### src/rtl/swdm_pkg.sv
// Shared types and constants of the serial-wire-debug host transfer engine.
package swdm_pkg;

   // Action codes of an input item.
   localparam logic [1:0] ACT_XFER   = 2'd0;
   localparam logic [1:0] ACT_SWITCH = 2'd1;
   localparam logic [1:0] ACT_TICK   = 2'd2;

   // Acknowledge codes as received, LSB first.
   localparam logic [2:0] ACK_OK    = 3'd1;
   localparam logic [2:0] ACK_WAIT  = 3'd2;
   localparam logic [2:0] ACK_FAULT = 3'd4;

   // Completion status codes.
   localparam logic [2:0] STAT_OK       = 3'd0;
   localparam logic [2:0] STAT_WAIT     = 3'd1;
   localparam logic [2:0] STAT_FAULT    = 3'd2;
   localparam logic [2:0] STAT_PARITY   = 3'd3;
   localparam logic [2:0] STAT_PROTOCOL = 3'd4;

   // Fixed protocol lengths and patterns.
   localparam int REQUEST_BITS   = 8;
   localparam int ACK_BITS       = 3;
   localparam int DATA_BITS      = 32;
   localparam int BACKOFF_CYCLES = 34;
   localparam int SW_ZERO_CYCLES = 16;
   localparam int SW_PAT_BITS    = 16;
   localparam logic [15:0] SW_PATTERN_1 = 16'hE79E;
   localparam logic [15:0] SW_PATTERN_2 = 16'h6DB7;

   // Stream payload widths; the data widths are padded to whole bytes.
   localparam int REQ_TDATA_W = 40;
   localparam int REQ_TUSER_W = 2;
   localparam int RSP_TDATA_W = 56;

   typedef struct packed {
      logic [1:0]  action;
      logic [3:0]  request_header;
      logic [31:0] write_data;
      logic        swdio_in;
   } req_item_type;

   typedef struct packed {
      logic        swdio_out;
      logic        swdio_drive;
      logic        clock_pulse;
      logic        busy_res;
      logic        done_res;
      logic [2:0]  status;
      logic [2:0]  ack_bits;
      logic [31:0] read_data;
      logic [7:0]  attempts_used;
   } rsp_item_type;

endpackage

### src/rtl/swdm_core.sv
// Protocol sequencer: holds the link state and works out one SWCLK cycle per tick step.
module swdm_core #(
   parameter int IDLE_CYCLES       = 8,
   parameter int LINE_RESET_CYCLES = 51
) (
   input  logic                  clock,
   input  logic                  reset,
   input  logic                  step_en,
   input  swdm_pkg::req_item_type item,
   input  logic [7:0]            retry_limit,
   output swdm_pkg::rsp_item_type result
);
   import swdm_pkg::*;

   localparam int CNT_MAX_A = (LINE_RESET_CYCLES > BACKOFF_CYCLES) ?
                              LINE_RESET_CYCLES : BACKOFF_CYCLES;
   localparam int CNT_MAX   = (IDLE_CYCLES > CNT_MAX_A) ? IDLE_CYCLES : CNT_MAX_A;
   localparam int CNT_W     = $clog2(CNT_MAX + 1);

   typedef enum logic [3:0] {
      PH_IDLE, PH_REQ, PH_TRN, PH_ACK, PH_RDATA, PH_TURN, PH_WDATA, PH_BACKOFF,
      PH_IDLEZ, PH_SWL1, PH_SWS1, PH_SWL2, PH_SWS2, PH_SWL3, PH_SWZ
   } phase_type;

   phase_type        phase_ff, phase_in;
   logic [CNT_W-1:0] cnt_ff, cnt_in;
   logic [3:0]       header_ff, header_in;
   logic [31:0]      shift_ff, shift_in;
   logic [31:0]      hold_ff, hold_in;
   logic             parity_ff, parity_in;
   logic [2:0]       ack_ff, ack_in;
   logic [7:0]       retry_ff, retry_in;

   logic [CNT_W-1:0] cnt_inc;
   logic [2:0]       ack_new;
   logic [7:0]       limit;
   logic             is_read;
   logic [15:0]      pattern;

   always_comb begin
      phase_in  = phase_ff;
      cnt_in    = cnt_ff;
      header_in = header_ff;
      shift_in  = shift_ff;
      hold_in   = hold_ff;
      parity_in = parity_ff;
      ack_in    = ack_ff;
      retry_in  = retry_ff;

      cnt_inc = cnt_ff + 1'b1;
      ack_new = ack_ff | (3'(item.swdio_in) << cnt_ff[1:0]);
      limit   = (retry_limit == 8'd0) ? 8'd1 : retry_limit;
      is_read = header_ff[1];
      pattern = (phase_ff == PH_SWS1) ? SW_PATTERN_1 : SW_PATTERN_2;

      result             = '0;
      result.swdio_out   = 1'b1;
      result.swdio_drive = 1'b1;
      result.busy_res    = (phase_ff != PH_IDLE);

      if (item.action == ACT_XFER || item.action == ACT_SWITCH) begin
         if (phase_ff == PH_IDLE) begin
            result.busy_res = 1'b1;
            cnt_in = '0;
            ack_in = '0;
            if (item.action == ACT_XFER) begin
               header_in = item.request_header;
               hold_in   = item.write_data;
               retry_in  = 8'd1;
               phase_in  = PH_REQ;
               parity_in = 1'b0;
               shift_in  = '0;
            end else begin
               phase_in = PH_SWL1;
               retry_in = 8'd0;
            end
         end
      end else if (item.action == ACT_TICK && phase_ff != PH_IDLE) begin
         result.clock_pulse = 1'b1;
         unique case (phase_ff)
            PH_REQ: begin
               // Start, APnDP, RnW, A2, A3, parity, stop, park.
               case (cnt_ff[2:0])
                  3'd0:    result.swdio_out = 1'b1;
                  3'd5:    result.swdio_out = ^header_ff;
                  3'd6:    result.swdio_out = 1'b0;
                  3'd7:    result.swdio_out = 1'b1;
                  default: result.swdio_out = header_ff[cnt_ff[1:0] - 2'd1];
               endcase
               cnt_in = cnt_inc;
               if (cnt_ff == CNT_W'(REQUEST_BITS - 1)) begin
                  phase_in = PH_TRN;
                  cnt_in   = '0;
               end
            end
            PH_TRN: begin
               result.swdio_out   = 1'b0;
               result.swdio_drive = 1'b0;
               phase_in = PH_ACK;
               cnt_in   = '0;
            end
            PH_ACK: begin
               result.swdio_out   = 1'b0;
               result.swdio_drive = 1'b0;
               ack_in = ack_new;
               cnt_in = cnt_inc;
               if (cnt_ff == CNT_W'(ACK_BITS - 1)) begin
                  cnt_in = '0;
                  if (ack_new == ACK_OK) begin
                     phase_in = is_read ? PH_RDATA : PH_TURN;
                  end else if (ack_new == ACK_WAIT || ack_new == ACK_FAULT) begin
                     phase_in = PH_TURN;
                  end else begin
                     phase_in = PH_BACKOFF;
                  end
               end
            end
            PH_RDATA: begin
               result.swdio_out   = 1'b0;
               result.swdio_drive = 1'b0;
               if (cnt_ff < CNT_W'(DATA_BITS)) begin
                  shift_in = {item.swdio_in, shift_ff[31:1]};
               end
               parity_in = parity_ff ^ item.swdio_in;
               cnt_in    = cnt_inc;
               if (cnt_ff == CNT_W'(DATA_BITS)) begin
                  phase_in = PH_TURN;
                  cnt_in   = '0;
               end
            end
            PH_TURN: begin
               result.swdio_out   = 1'b0;
               result.swdio_drive = 1'b0;
               phase_in = (ack_ff == ACK_OK && !is_read) ? PH_WDATA : PH_IDLEZ;
               cnt_in   = '0;
            end
            PH_WDATA: begin
               result.swdio_out = (cnt_ff < CNT_W'(DATA_BITS)) ? hold_ff[cnt_ff[4:0]] :
                                  ^hold_ff;
               cnt_in = cnt_inc;
               if (cnt_ff == CNT_W'(DATA_BITS)) begin
                  phase_in = PH_IDLEZ;
                  cnt_in   = '0;
               end
            end
            PH_BACKOFF: begin
               result.swdio_out   = 1'b0;
               result.swdio_drive = 1'b0;
               cnt_in = cnt_inc;
               if (cnt_ff == CNT_W'(BACKOFF_CYCLES - 1)) begin
                  phase_in = PH_IDLEZ;
                  cnt_in   = '0;
               end
            end
            PH_IDLEZ: begin
               result.swdio_out = 1'b0;
               cnt_in = cnt_inc;
               if (cnt_ff == CNT_W'(IDLE_CYCLES - 1)) begin
                  cnt_in = '0;
                  if (ack_ff == ACK_WAIT && retry_ff < limit) begin
                     // Another attempt after a WAIT answer.
                     retry_in  = retry_ff + 8'd1;
                     phase_in  = PH_REQ;
                     ack_in    = '0;
                     parity_in = 1'b0;
                     shift_in  = '0;
                  end else begin
                     result.done_res      = 1'b1;
                     result.ack_bits      = ack_ff;
                     result.attempts_used = retry_ff;
                     if (ack_ff == ACK_OK) begin
                        result.status = (is_read && parity_ff) ? STAT_PARITY : STAT_OK;
                        if (is_read) begin
                           result.read_data = shift_ff;
                        end
                     end else if (ack_ff == ACK_WAIT) begin
                        result.status = STAT_WAIT;
                     end else if (ack_ff == ACK_FAULT) begin
                        result.status = STAT_FAULT;
                     end else begin
                        result.status = STAT_PROTOCOL;
                     end
                     phase_in = PH_IDLE;
                  end
               end
            end
            PH_SWL1, PH_SWL2, PH_SWL3: begin
               cnt_in = cnt_inc;
               if (cnt_ff == CNT_W'(LINE_RESET_CYCLES - 1)) begin
                  cnt_in = '0;
                  case (phase_ff)
                     PH_SWL1: phase_in = PH_SWS1;
                     PH_SWL2: phase_in = PH_SWS2;
                     default: phase_in = PH_SWZ;
                  endcase
               end
            end
            PH_SWS1, PH_SWS2: begin
               result.swdio_out = pattern[cnt_ff[3:0]];
               cnt_in = cnt_inc;
               if (cnt_ff == CNT_W'(SW_PAT_BITS - 1)) begin
                  cnt_in   = '0;
                  phase_in = (phase_ff == PH_SWS1) ? PH_SWL2 : PH_SWL3;
               end
            end
            PH_SWZ: begin
               result.swdio_out = 1'b0;
               cnt_in = cnt_inc;
               if (cnt_ff == CNT_W'(SW_ZERO_CYCLES - 1)) begin
                  result.done_res = 1'b1;
                  phase_in = PH_IDLE;
                  cnt_in   = '0;
               end
            end
            default: begin
               result.clock_pulse = 1'b0;
               phase_in = PH_IDLE;
               cnt_in   = '0;
            end
         endcase
      end
   end

   always_ff @(posedge clock) begin
      if (reset) begin
         phase_ff  <= PH_IDLE;
         cnt_ff    <= '0;
         header_ff <= '0;
         shift_ff  <= '0;
         hold_ff   <= '0;
         parity_ff <= 1'b0;
         ack_ff    <= '0;
         retry_ff  <= '0;
      end else if (step_en) begin
         phase_ff  <= phase_in;
         cnt_ff    <= cnt_in;
         header_ff <= header_in;
         shift_ff  <= shift_in;
         hold_ff   <= hold_in;
         parity_ff <= parity_in;
         ack_ff    <= ack_in;
         retry_ff  <= retry_in;
      end
   end

endmodule

### src/rtl/swd_master_transfer_engine_top.sv
// Top level of the serial-wire-debug host transfer engine: stream ports and staging.
//
// Each request transfer is one action: start a transfer, start the JTAG-to-SWD switch
// sequence, or one SWCLK tick; every request yields exactly one response. The engine
// takes one request per clock while the response side is not stalled. A request waits
// in the input register, then the sequencer state update and the response register are
// written in the same edge, so the rate is set by that single update path.
// A waiting response does not block the input: the input register holds one more
// request. The retry limit resets to 10; the user must write it only while no operation
// runs, and the block itself does not enforce this. There is no clearing pass after reset.
module swd_master_transfer_engine_top #(
   parameter int IDLE_CYCLES       = 8,
   parameter int LINE_RESET_CYCLES = 51
) (
   input  logic                              clock,
   input  logic                              reset,
   input  logic                              req_tvalid,
   output logic                              req_tready,
   // request_header[3:0], write_data[35:4], swdio_in[36], zero fill above
   input  logic [swdm_pkg::REQ_TDATA_W-1:0] req_tdata,
   // action[1:0]
   input  logic [swdm_pkg::REQ_TUSER_W-1:0] req_tuser,
   output logic                              rsp_tvalid,
   input  logic                              rsp_tready,
   // swdio_out[0], swdio_drive[1], clock_pulse[2], busy_res[3], done_res[4],
   // status[7:5], ack_bits[10:8], read_data[42:11], attempts_used[50:43], zero fill above
   output logic [swdm_pkg::RSP_TDATA_W-1:0] rsp_tdata,
   input  logic                              csr_we,
   input  logic [7:0]                        csr_wdata
);
   import swdm_pkg::*;

   logic         in_valid_ff;
   req_item_type in_item_ff;
   logic         rsp_valid_ff;
   rsp_item_type rsp_item_ff;
   logic [7:0]   retry_limit_ff;
   logic         out_free;
   logic         advance;
   rsp_item_type step_result;

   assign out_free   = !rsp_valid_ff || rsp_tready;
   assign advance    = in_valid_ff && out_free;
   assign req_tready = !in_valid_ff || out_free;
   assign rsp_tvalid = rsp_valid_ff;

   assign rsp_tdata = {{(RSP_TDATA_W - 51){1'b0}},
                       rsp_item_ff.attempts_used, rsp_item_ff.read_data,
                       rsp_item_ff.ack_bits, rsp_item_ff.status,
                       rsp_item_ff.done_res, rsp_item_ff.busy_res,
                       rsp_item_ff.clock_pulse, rsp_item_ff.swdio_drive,
                       rsp_item_ff.swdio_out};

   swdm_core #(
      .IDLE_CYCLES       (IDLE_CYCLES),
      .LINE_RESET_CYCLES (LINE_RESET_CYCLES)
   ) u_core (
      .clock       (clock),
      .reset       (reset),
      .step_en     (advance),
      .item        (in_item_ff),
      .retry_limit (retry_limit_ff),
      .result      (step_result)
   );

   always_ff @(posedge clock) begin
      if (reset) begin
         in_valid_ff    <= 1'b0;
         rsp_valid_ff   <= 1'b0;
         retry_limit_ff <= 8'd10;
      end else begin
         if (csr_we) begin
            retry_limit_ff <= csr_wdata;
         end
         if (req_tvalid && req_tready) begin
            in_valid_ff <= 1'b1;
         end else if (advance) begin
            in_valid_ff <= 1'b0;
         end
         if (advance) begin
            rsp_valid_ff <= 1'b1;
         end else if (rsp_tready) begin
            rsp_valid_ff <= 1'b0;
         end
      end
      if (req_tvalid && req_tready) begin
         in_item_ff.action         <= req_tuser[1:0];
         in_item_ff.request_header <= req_tdata[3:0];
         in_item_ff.write_data     <= req_tdata[35:4];
         in_item_ff.swdio_in       <= req_tdata[36];
      end
      if (advance) begin
         rsp_item_ff <= step_result;
      end
   end

   // A finished operation always comes with a clock pulse and a busy flag.
   a_done_is_tick: assert property (@(posedge clock) disable iff (reset)
      (rsp_valid_ff && rsp_item_ff.done_res) |->
         (rsp_item_ff.clock_pulse && rsp_item_ff.busy_res))
      else $error("done response without clock pulse or busy");

   // The host never shows a high level on a line it has released, and releases it only on a tick.
   a_released_low: assert property (@(posedge clock) disable iff (reset)
      (rsp_valid_ff && !rsp_item_ff.swdio_drive) |->
         (!rsp_item_ff.swdio_out && rsp_item_ff.clock_pulse))
      else $error("released line reported high or outside a tick");

   // Completion fields stay zero except on the finishing tick.
   a_result_only_on_done: assert property (@(posedge clock) disable iff (reset)
      (rsp_valid_ff && !rsp_item_ff.done_res) |->
         (rsp_item_ff.status == STAT_OK && rsp_item_ff.read_data == 32'd0 &&
          rsp_item_ff.attempts_used == 8'd0 && rsp_item_ff.ack_bits == 3'd0))
      else $error("completion fields set off the done tick");

   // A new response is loaded only when the previous one has gone or is taken now.
   a_no_overwrite: assert property (@(posedge clock) disable iff (reset)
      (rsp_valid_ff && !rsp_tready) |=> (rsp_valid_ff && !$past(advance)))
      else $error("pending response overwritten");

endmodule

### config.mk
export PLATFORM = sky130hd
export DESIGN_NAME = swd_master_transfer_engine_top
export DESIGN_NICKNAME = d
export VERILOG_FILES = /design/src/rtl/swdm_pkg.sv /design/src/rtl/swdm_core.sv /design/src/rtl/swd_master_transfer_engine_top.sv
export SDC_FILE = /design/constraint.sdc
export NUM_CORES = 1
export LEC_CHECK = 0
export BUFFER_PORTS_ARGS = -buffer_cell sky130_fd_sc_hd__buf_2
export CAP_MARGIN = 20
export CORE_AREA = 2 2 122 124
export DETAILED_ROUTE_END_ITERATION = 8
export DIE_AREA = 0 0 124 126
export PLACE_DENSITY = 0.83
export SYNTH_ARGS = -nofsm -noshare
export SYNTH_HDL_FRONTEND = slang
export SYNTH_SLANG_ARGS = --single-unit
### constraint.sdc
create_clock -name clock -period 10.1 [get_ports clock]
set_input_delay 1.01 -clock clock [delete_from_list [all_inputs] [get_ports clock]]
set_output_delay 1.01 -clock clock [all_outputs]
set_load 0.02 [all_outputs]
Word level (Yosys, flattened, before mapping):

Index checks and enable logic that the tools add are counted.

* add/subtract/negate cells: 3
* order comparisons: 5
* equal/unequal tests: 44
* shift-type cells: 1
* multiplexer cells: 88
* bitwise logic cells: 7
* reduce and logical (&&, ||, !) cells: 47

Operators with widths (count)
* $mux W32: 9
* $mux W47: 2
* $pmux W32 S2: 1
* $mux W4: 15
* $mux W8: 7
* $mux W6: 9
* $pmux W4 S11: 1
* $pmux W6 S6: 1
* $ne A3 B1 Y1 const B: 11
* $reduce_xor A32 Y1: 1
* $eq A4 B4 Y1 const B: 7
* $mux W3: 9
* $mux W1: 22
* $eq A6 B6 Y1 const B: 3
* $eq A4 B3 Y1 const B: 4
* $mux W16: 1
* $eq A3 B3 Y1 const B: 5
* $reduce_or A14 Y1: 1
* $reduce_or A7 Y1: 2
* $pmux W3 S2: 2
* $reduce_and A12 Y1: 1
* $reduce_and A6 Y1: 2
* $reduce_bool A2 Y1: 6
* $reduce_or A2 Y1: 5
* other kinds (45): 68

* register bits after elaboration: 190

Depth between registers and ports, before layout:

Gate-level depths: netlist (run 1).

* word-level depth: 10
* depth in mapped cells: 10

By module:

Synthesis (run 1) repeated with hierarchy kept, for this count alone.

* cell total of the unflattened synthesis: 773
* area, all modules: 8401.8 um2

Modules (own cells, without submodules)
* swdm_core: instances 1, cells an instance 641, area an instance 5280.1 um2, sequential area each 1801.7 um2
* swd_master_transfer_engine_top: instances 1, cells an instance 132, area an instance 3121.7 um2, sequential area each 2902.8 um2

Worst setup path before layout (run 1):

No wires, ideal clock.

* path type: in2reg
* start: input rsp_tready
* end: register u_core.phase_ff[1]
* library setup time: 0.070 ns
* data arrival time: 3.808 ns
* required time: 10.030 ns
* path slack: 6.221 ns
* stages on the path: 7
* buffers on the path: 1
* cells stage by stage: nand2b_1 > and2_0 > clkbuf_1 > o21a_2 > nand4_1 > or3_1 > a21oi_1

* cells in the longest elaborated chain, start to end: 3

RTL lines
* start, declared: RTL line swd_master_transfer_engine_top.sv:24 `input logic rsp_tready,`
* $logic_or A1 B1 Y1: RTL line swd_master_transfer_engine_top.sv:42 `assign out_free = !rsp_valid_ff || rsp_tready;`
* $logic_and A1 B1 Y1: RTL line swd_master_transfer_engine_top.sv:43 `assign advance = in_valid_ff && out_free;`
* named net advance: RTL line swd_master_transfer_engine_top.sv:39 `logic advance;`
* $reduce_and A12 Y1 (no source line)
* end signal, assigned: RTL line swdm_core.sv:235 `phase_ff <= phase_in;`
* end, declared: RTL line swdm_core.sv:25 `phase_type phase_ff, phase_in;`

The timed path passes the listed nets, and every way through them passes these cells.
A chain may end at the register's enable or synchronous reset.

Worst setup path in the final report (run 1):

* start: register u_core.phase_ff[3]
* end: register rsp_item_ff (netlist bit rsp_tdata[24]) (data pin)

* cells in the longest elaborated chain, start to end: 4
* elaborated cells on any way between the ends: 6
* classes of those cells: eq/ne (1); bitwise (2); reduce/logical (3)

RTL lines
* $reduce_bool A4 Y1: RTL line swdm_core.sv:78 `end else if (item.action == ACT_TICK && phase_ff != PH_IDLE) begin`
* $logic_and A1 B1 Y1: RTL line swdm_core.sv:78
* $not A1 Y1 (no source line)
* $reduce_or A7 Y1 (no source line) *
* end signal, assigned: RTL line swd_master_transfer_engine_top.sv:93 `rsp_item_ff <= step_result;`
* end, declared: RTL line swd_master_transfer_engine_top.sv:36 `rsp_item_type rsp_item_ff;`

Mark *: on every way between the ends. The rest lies on a longest branch, timed or not.

==> impl_results.md, run 1 <==
* Number of global-route vias before repair at 6218
* Syn-to-layout area delta at 13.1%
* Grt ovf at 0
* GRT Resource Usage Total at 24.0%
* MaxCap Viol Count at 0
* Cell taking the most area after synthesis: edfxtp_1
* Crit path kind: flop to flop
* H-tree Lvls at 4
* Fillcell total at 1100
* Share of layout cells above drive strength 1 at 17.7%
* Via density at 5.98
* DRT Wirelength at 17900 um
* Sink Count at 190
* Setup WS pre-CTS at 6.77 ns
* Post-synth cell types at 65
* Final hold viol count at 0
* Post-synthesis instance area at 8670 um2
* Largest net degree at the start of global routing at 94
* Fin nets at 991
* Routed wire per std cell at 16.0 um
* Initial core utilization at 60.5%
* Port Buf Inserts at 104
* Fin crit share at 33.7%
* Setup TNS at 0 ns
* Vias at 6702
* Slew headroom at 28.2%
* Async set-reset flop share out of synthesis at 0%
* Final antenna diode count at 0
* Number of synthesized register bits at 190
* Num CTS Buffers at 17
* PwrDens at 161 nW/um2
* Clk Latency, worst-skew pair at 0.43 ns
* Fin crit period at 3.40 ns
* Syn Inst Count at 857
* Endpoints failing setup at 0
* Die width at 124 um
* Top post-synthesis cells by count: 106 x nand2_1, 100 x dfxtp_1, 90 x edfxtp_1, 86 x a21oi_1, 60 x clkbuf_1
* Clock buffer depth at 2
* Core ar. at 14300 um2
* ANT nets after route at 0
* Clock-pin slew on the worst setup and hold paths at 0.07 ns
* Final core occ at 68.4%
* Slew Viols, Final at 0
* Resized Gates After CTS at 0
* Root Buffer: clkbuf_16
* # Post-CTS Setup Buffers at 0
* DRC Markers at 0
* Drt pass-1 iters at 5
* Largest cells by area after synthesis: edfxtp_1 31%, dfxtp_1 23%, a21oi_1 5.0%, nand2_1 4.6%, and2_1 3.2%
* CP required at 10.40 ns
* Worst slew pin tran at 1.08 ns
* Final setup margin at 6.70 ns
* Worst ir drop on vdd at 0.138 mV
* Fmax at 294 MHz
* Number of antenna violations at the first check in global routing at 0
* Avg Inst Size Synth at 10.1 um2
* DIE HEIGHT at 126 um
* Post-synth top area share at 31.2%
* Most numerous cell in the Yosys netlist: nand2_1
* RSZ-0062 raised after global routing: false
* CP Capture Type: flop
* Status: complete, no violations
* Hold Path Class: flop to flop
* Post-DP HPWL at 11400 um
* Die area at 15600 um2
* Number of synthesized flops with an enable pin at 90
* First-pass GRT wire length at 29600 um
* Hold-fix buffers, CTS at 0
* Setup Skew at 0.0111 ns
* Pleak at 3.43 nW
* CTS tree: yes
* Setup crit start kind: flop
* CP arrival at 3.70 ns
* Synth warnings at 0
* Routability cong. at 0.919
* Row cnt at 44
* Main flop type after synthesis: dfxtp_1
* Worst-path fanout max at 35
* Seq/Total Area, Yosys at 54.3%
* Drt initial violations at 774
* Io pins at 113
## registers in the layout (all words and copies together), names as in the netlist, 3 cells and up
| register | flops |
|---|---|
| u_core.ack_ff | 3 |
| u_core.shift_ff | 32 |
| u_core.retry_ff | 8 |
| u_core.cnt_ff | 6 |
| u_core.header_ff | 4 |
| u_core.phase_ff | 4 |
| rsp_tdata | 51 |
| u_core.hold_ff | 32 |
| in_item_ff | 39 |
| retry_limit_ff | 8 |
## cell usage in the layout, fill, tap and decap left out, types with 16 or more instances in the layout
cell / instances
nand4_1: 39
and2_1: 44
a21oi_1: 86
o21ai_0: 46
xnor2_1: 31
nor3_1: 18
clkbuf_16: 17
edfxtp_1: 90
nand2_1: 106
nand3_1: 16
inv_1: 17
dfxtp_1: 100
nor2_1: 31
buf_2: 104
## where the power goes
group	internal, mW	total [mW]	switching, mW	leakage, nW
Sequential	0.829	0.840	0.0105	1.64
Clock	0.330	0.636	0.307	0.281
Combinational	0.0327	0.0965	0.0637	1.51
## worst paths after layout
| kind | start | endpoint | slack [ns] | cells after the start |
|---|---|---|---|---|
| worst max-delay path | u_core.phase_ff[3]$_SDFFE_PP0P_ | rsp_tdata[24]$_SDFFCE_PP0P_ | 6.70 | 7 |
| worst min-delay path | u_core.shift_ff[0]$_SDFFE_PP0P_ | u_core.shift_ff[0]$_SDFFE_PP0P_ | 0.48 | 2 |
| worst max register to register | u_core.phase_ff[3]$_SDFFE_PP0P_ | rsp_tdata[24]$_SDFFCE_PP0P_ | 6.70 | 7 |
| worst min register to register | u_core.shift_ff[0]$_SDFFE_PP0P_ | u_core.shift_ff[0]$_SDFFE_PP0P_ | 0.48 | 2 |
## metrics by stage
stage	std cells	cell area [um2]	hold slack, ns	power [mW]
6_report	1121	9800	0.477	1.57
2_1_floorplan	861	8680	0.445	0.922
4_1_cts	1121	9800	0.478	1.58
3_3_place_gp	1089	9230	0.455	0.951
5_1_grt	1121	9800	0.496	1.62
3_5_place_dp	1089	9230	0.468	0.953
## critical path, cell delays in order, from the launching register on
cell and delay, ns:
dfxtp_1 0.88, nor2b_1 0.25, nand2_1 0.07, buf_4 0.26, nor3_1 0.41, o21a_1 0.36, and4_1 0.79, and2_1 0.24
## layout make-up
cell class | instances | area [um2] | share of cell area [%]
Sequential cell | 190 | 4700 | 48.0
Multi-Input combinational cell | 585 | 3640 | 37.1
Timing Repair Buffer | 113 | 588 | 6.00
Clock buffer | 18 | 429 | 4.38
Tap cell | 184 | 230 | 2.35
Clock inverter | 14 | 143 | 1.46
Inverter | 17 | 63.8 | 0.651
## cells by family (layout without fill, tap and decap cells)
| kind of cell | Yosys count | in the layout | synth area share [%] |
|---|---|---|---|
| mux | 20 | 20 | 3.64 |
| other cells | 1 | 5 | 0.0433 |
| xor+xnor | 37 | 37 | 3.74 |
| flops | 190 | 190 | 54.3 |
| buf+inv | 86 | 162 | 4.04 |
| fa+ha+maj | 12 | 12 | 1.73 |
| compound gates | 201 | 201 | 14.1 |
| simple gates | 310 | 310 | 18.4 |
## routing by layer
| layer | global-route usage (%) | vias to the layer above | wire, um |
|---|---|---|---|
| met5 | 0 | - | 0 |
| met2 | 39.9 | 250 | 9090 |
| li1 | - | 3245 | - |
| met4 | 8.86 | 0 | 363 |
| met1 | 30.8 | 3177 | 7440 |
| met3 | 4.98 | 30 | 1030 |
No activity file was read; power rests on OpenSTA's default activity.
==> run 2: changes to the inputs <==
Settings changed: ABC_AREA set to 1, CORE_AREA 2 2 122 124 to 2 2 134 136, DIE_AREA 0 0 124 126 to 0 0 136 138, PLACE_DENSITY 0.83 to 0.75.
Clock period 10.1 ns to 2.9 ns, I/O delays scaled along.
==> impl_results.md, run 2 <==
* Io pins at 113
* Post-DP HPWL at 12600 um
* Worst-path fanout max at 32
* ANT nets after route at 0
* Top post-synthesis cells by count: 201 x nand2_1, 184 x nor2_1, 131 x inv_1, 100 x dfxtp_1, 90 x edfxtp_1
* PwrDens at 579 nW/um2
* DRT Wirelength at 18200 um
* Routability cong. at 0.952
* # Post-CTS Setup Buffers at 0
* Syn-to-layout area delta at 14.7%
* Setup TNS at 0 ns
* Seq/Total Area, Yosys at 53.2%
* Post-synthesis instance area at 8840 um2
* Post-synth cell types at 47
* Resized Gates After CTS at 0
* Syn Inst Count at 1065
* Initial core utilization at 50.4%
* Area of the multi-input gates at 3370 um2
* Main flop type after synthesis: dfxtp_1
* Slew Viols, Final at 0
* Reg2Reg Setup Slack at 0.45 ns
* Number of antenna violations at the first check in global routing at 0
* GRT Resource Usage Total at 20.1%
* Cell taking the most area after synthesis: edfxtp_1
* Worst slew pin tran at 0.650 ns
* Register-to-Register Path Depth at 11
* Fmax at 407 MHz
* Met2 routed WL at 8670 um
* Pleak at 4.12 nW
* Number of synthesized register bits at 190
* Via density at 5.03
* Commonest non-fill, non-tap cells in the layout: 201 x nand2_1, 184 x nor2_1, 129 x inv_1
* Sequential cell area at 4700 um2
* CP arrival at 2.83 ns
* Sink Count at 190
* Hold Path Depth at 1
* Drt pass-1 iters at 5
* Slew headroom at 56.7%
* Num CTS Buffers at 17
* R2R Path End: u_core.shift_ff[6]$_SDFFE_PP0P_
* Core ar. at 17500 um2
* RSZ-0062 raised after global routing: false
* H-tree Lvls at 4
* Hold Path Class: primary input to flop
* Hold-fix buffers, CTS at 0
* WL met3 at 934 um
* Crit path kind: flop to flop
* Most common cell after layout, fill and taps aside: nand2_1
* Grt ovf at 0
* Reg-to-reg startpoint: u_core.cnt_ff[0]$_SDFFE_PP0P_
* CP Capture Type: flop
* CP required at 3.27 ns
* Die width at 136 um
* Clock buffer depth at 2
* Share of layout cells above drive strength 1 at 15.5%
* Setup Skew at 0.0118 ns
* First-pass GRT wire length at 30400 um
* Fin nets at 1225
* Final Instance Area at 10100 um2
* Most numerous cell in the Yosys netlist: nand2_1
* Worst ir drop on vdd at 0.414 mV
* Clk Latency, worst-skew pair at 0.44 ns
* CTS tree: yes
* Clock-pin slew on the worst setup and hold paths at 0.07 ns
* Area after DPL at 9550 um2
* Die area at 18800 um2
* Endpoints failing setup at 0
* Port Buf Inserts at 104
* Row cnt at 49
* Root Buffer: clkbuf_16
* Routed wire per std cell at 13.0 um
* Post-synth top area share at 30.6%
* Async set-reset flop share out of synthesis at 0%
* DIE HEIGHT at 138 um
* Number of flip-flops in the largest register at 51
* MaxCap Viol Count at 0
* Worst Setup SP: u_core.cnt_ff[0]$_SDFFE_PP0P_
* Worst Setup EP: u_core.shift_ff[6]$_SDFFE_PP0P_
* Avg Inst Size Synth at 8.30 um2
* Fin crit share at 84.6%
* Vias at 7037
* Fillcell total at 1594
* Final antenna diode count at 0
* Fin crit period at 2.45 ns
* Synth warnings at 0
* Drt initial violations at 580
* Number of synthesized flops with an enable pin at 90
* DRC Markers at 0
* Largest cells by area after synthesis: edfxtp_1 31%, dfxtp_1 23%, nand2_1 8.5%, nor2_1 7.8%, inv_1 5.6%
* Highest metal used: met4
* Status: complete, no violations
* Setup crit start kind: flop
* Number of global-route vias before repair at 6398
* Wl on met1 at 8270 um
* Largest net degree at the start of global routing at 52
* Final hold viol count at 0
==> run 2: cell count changes after synthesis, sizes merged, moves of 11 or more <==
cell    change
nand3      +12
o21ai      +28
and2       -44
buf        +19
inv       +126
clkbuf     -40
a21oi      -34
nor2      +156
nor3       -11
nand2      +98
==> run 2: through the flow <==
stage / cells / power [mW] / util [%] / setup slack, ns / hold slack [ns]
finish: 1400 / 5.87 / 57.9 / 0.446 / 0.0284
global route: 1400 / 6.12 / 57.9 / 0.127 / 0.00779
CTS: 1400 / 5.93 / 57.9 / 0.428 / 0.0114
detailed placement: 1368 / 3.60 / 54.4 / 0.444 / 0.468
global placement: 1368 / 3.59 / 54.4 / 0.503 / 0.458
floorplan: 1069 / 3.45 / - / 0.101 / 0.389
==> run 2: cell type report <==
| cell class | instances | area share (%) |
|---|---|---|
| timing repair buffer | 118 | 6.29 |
| clock buffer | 17 | 4.19 |
| multi-input combinational | 686 | 33.2 |
| clock inverter | 15 | 1.73 |
| sequential | 190 | 46.4 |
| tap | 229 | 2.82 |
| inverter | 145 | 5.38 |
==> run 2: logic make-up after synthesis <==
kind of cell / count (synthesis) / synth area share [%]
buf+inv: 193 / 8.87
fa+ha+maj: 12 / 1.70
flops: 190 / 53.2
other cells: 1 / 0.0424
simple gates: 480 / 22.9
xor+xnor: 39 / 3.86
compound gates: 150 / 9.44
==> run 2: critical path, cell delays in order, from the launching register on <==
cell and delay [ns]:
dfxtp_1 0.53, ha_1 0.23, nand2_1 0.09, nor3_1 0.43, nor2_1 0.14, nand2_1 0.13
o31ai_1 0.09, inv_2 0.09, nand3_4 0.33, nand2_1 0.18, inv_2 0.04, nor2_1 0.11
==> run 2: per-layer routing <==
layer | track usage [%] | vias up
met1 | 26.8 | 3163
met3 | 3.89 | 25
met4 | 7.18 | 0
met2 | 32.6 | 215
met5 | 0 | -
li1 | - | 3634
==> run 2: worst min-delay path by stage <==
stage                              startpoint                             end
3_5_place_dp                    req_tdata[11]         in_item_ff[8]$_DFFE_PP_
3_3_place_gp   retry_limit_ff[0]$_SDFFE_PP0P_  retry_limit_ff[0]$_SDFFE_PP0P_
4_1_cts                         req_tdata[36]         in_item_ff[0]$_DFFE_PP_
2_1_floorplan                   req_tdata[36]         in_item_ff[0]$_DFFE_PP_
6_report                        req_tdata[22]        in_item_ff[19]$_DFFE_PP_
5_1_grt                         req_tdata[22]        in_item_ff[19]$_DFFE_PP_
==> run 2: power breakdown <==
part	internal, mW	switching (mW)	leakage (nW)
combinational	0.198	0.362	2.15
sequential	2.92	0.0582	1.68
clock	1.23	1.10	0.288
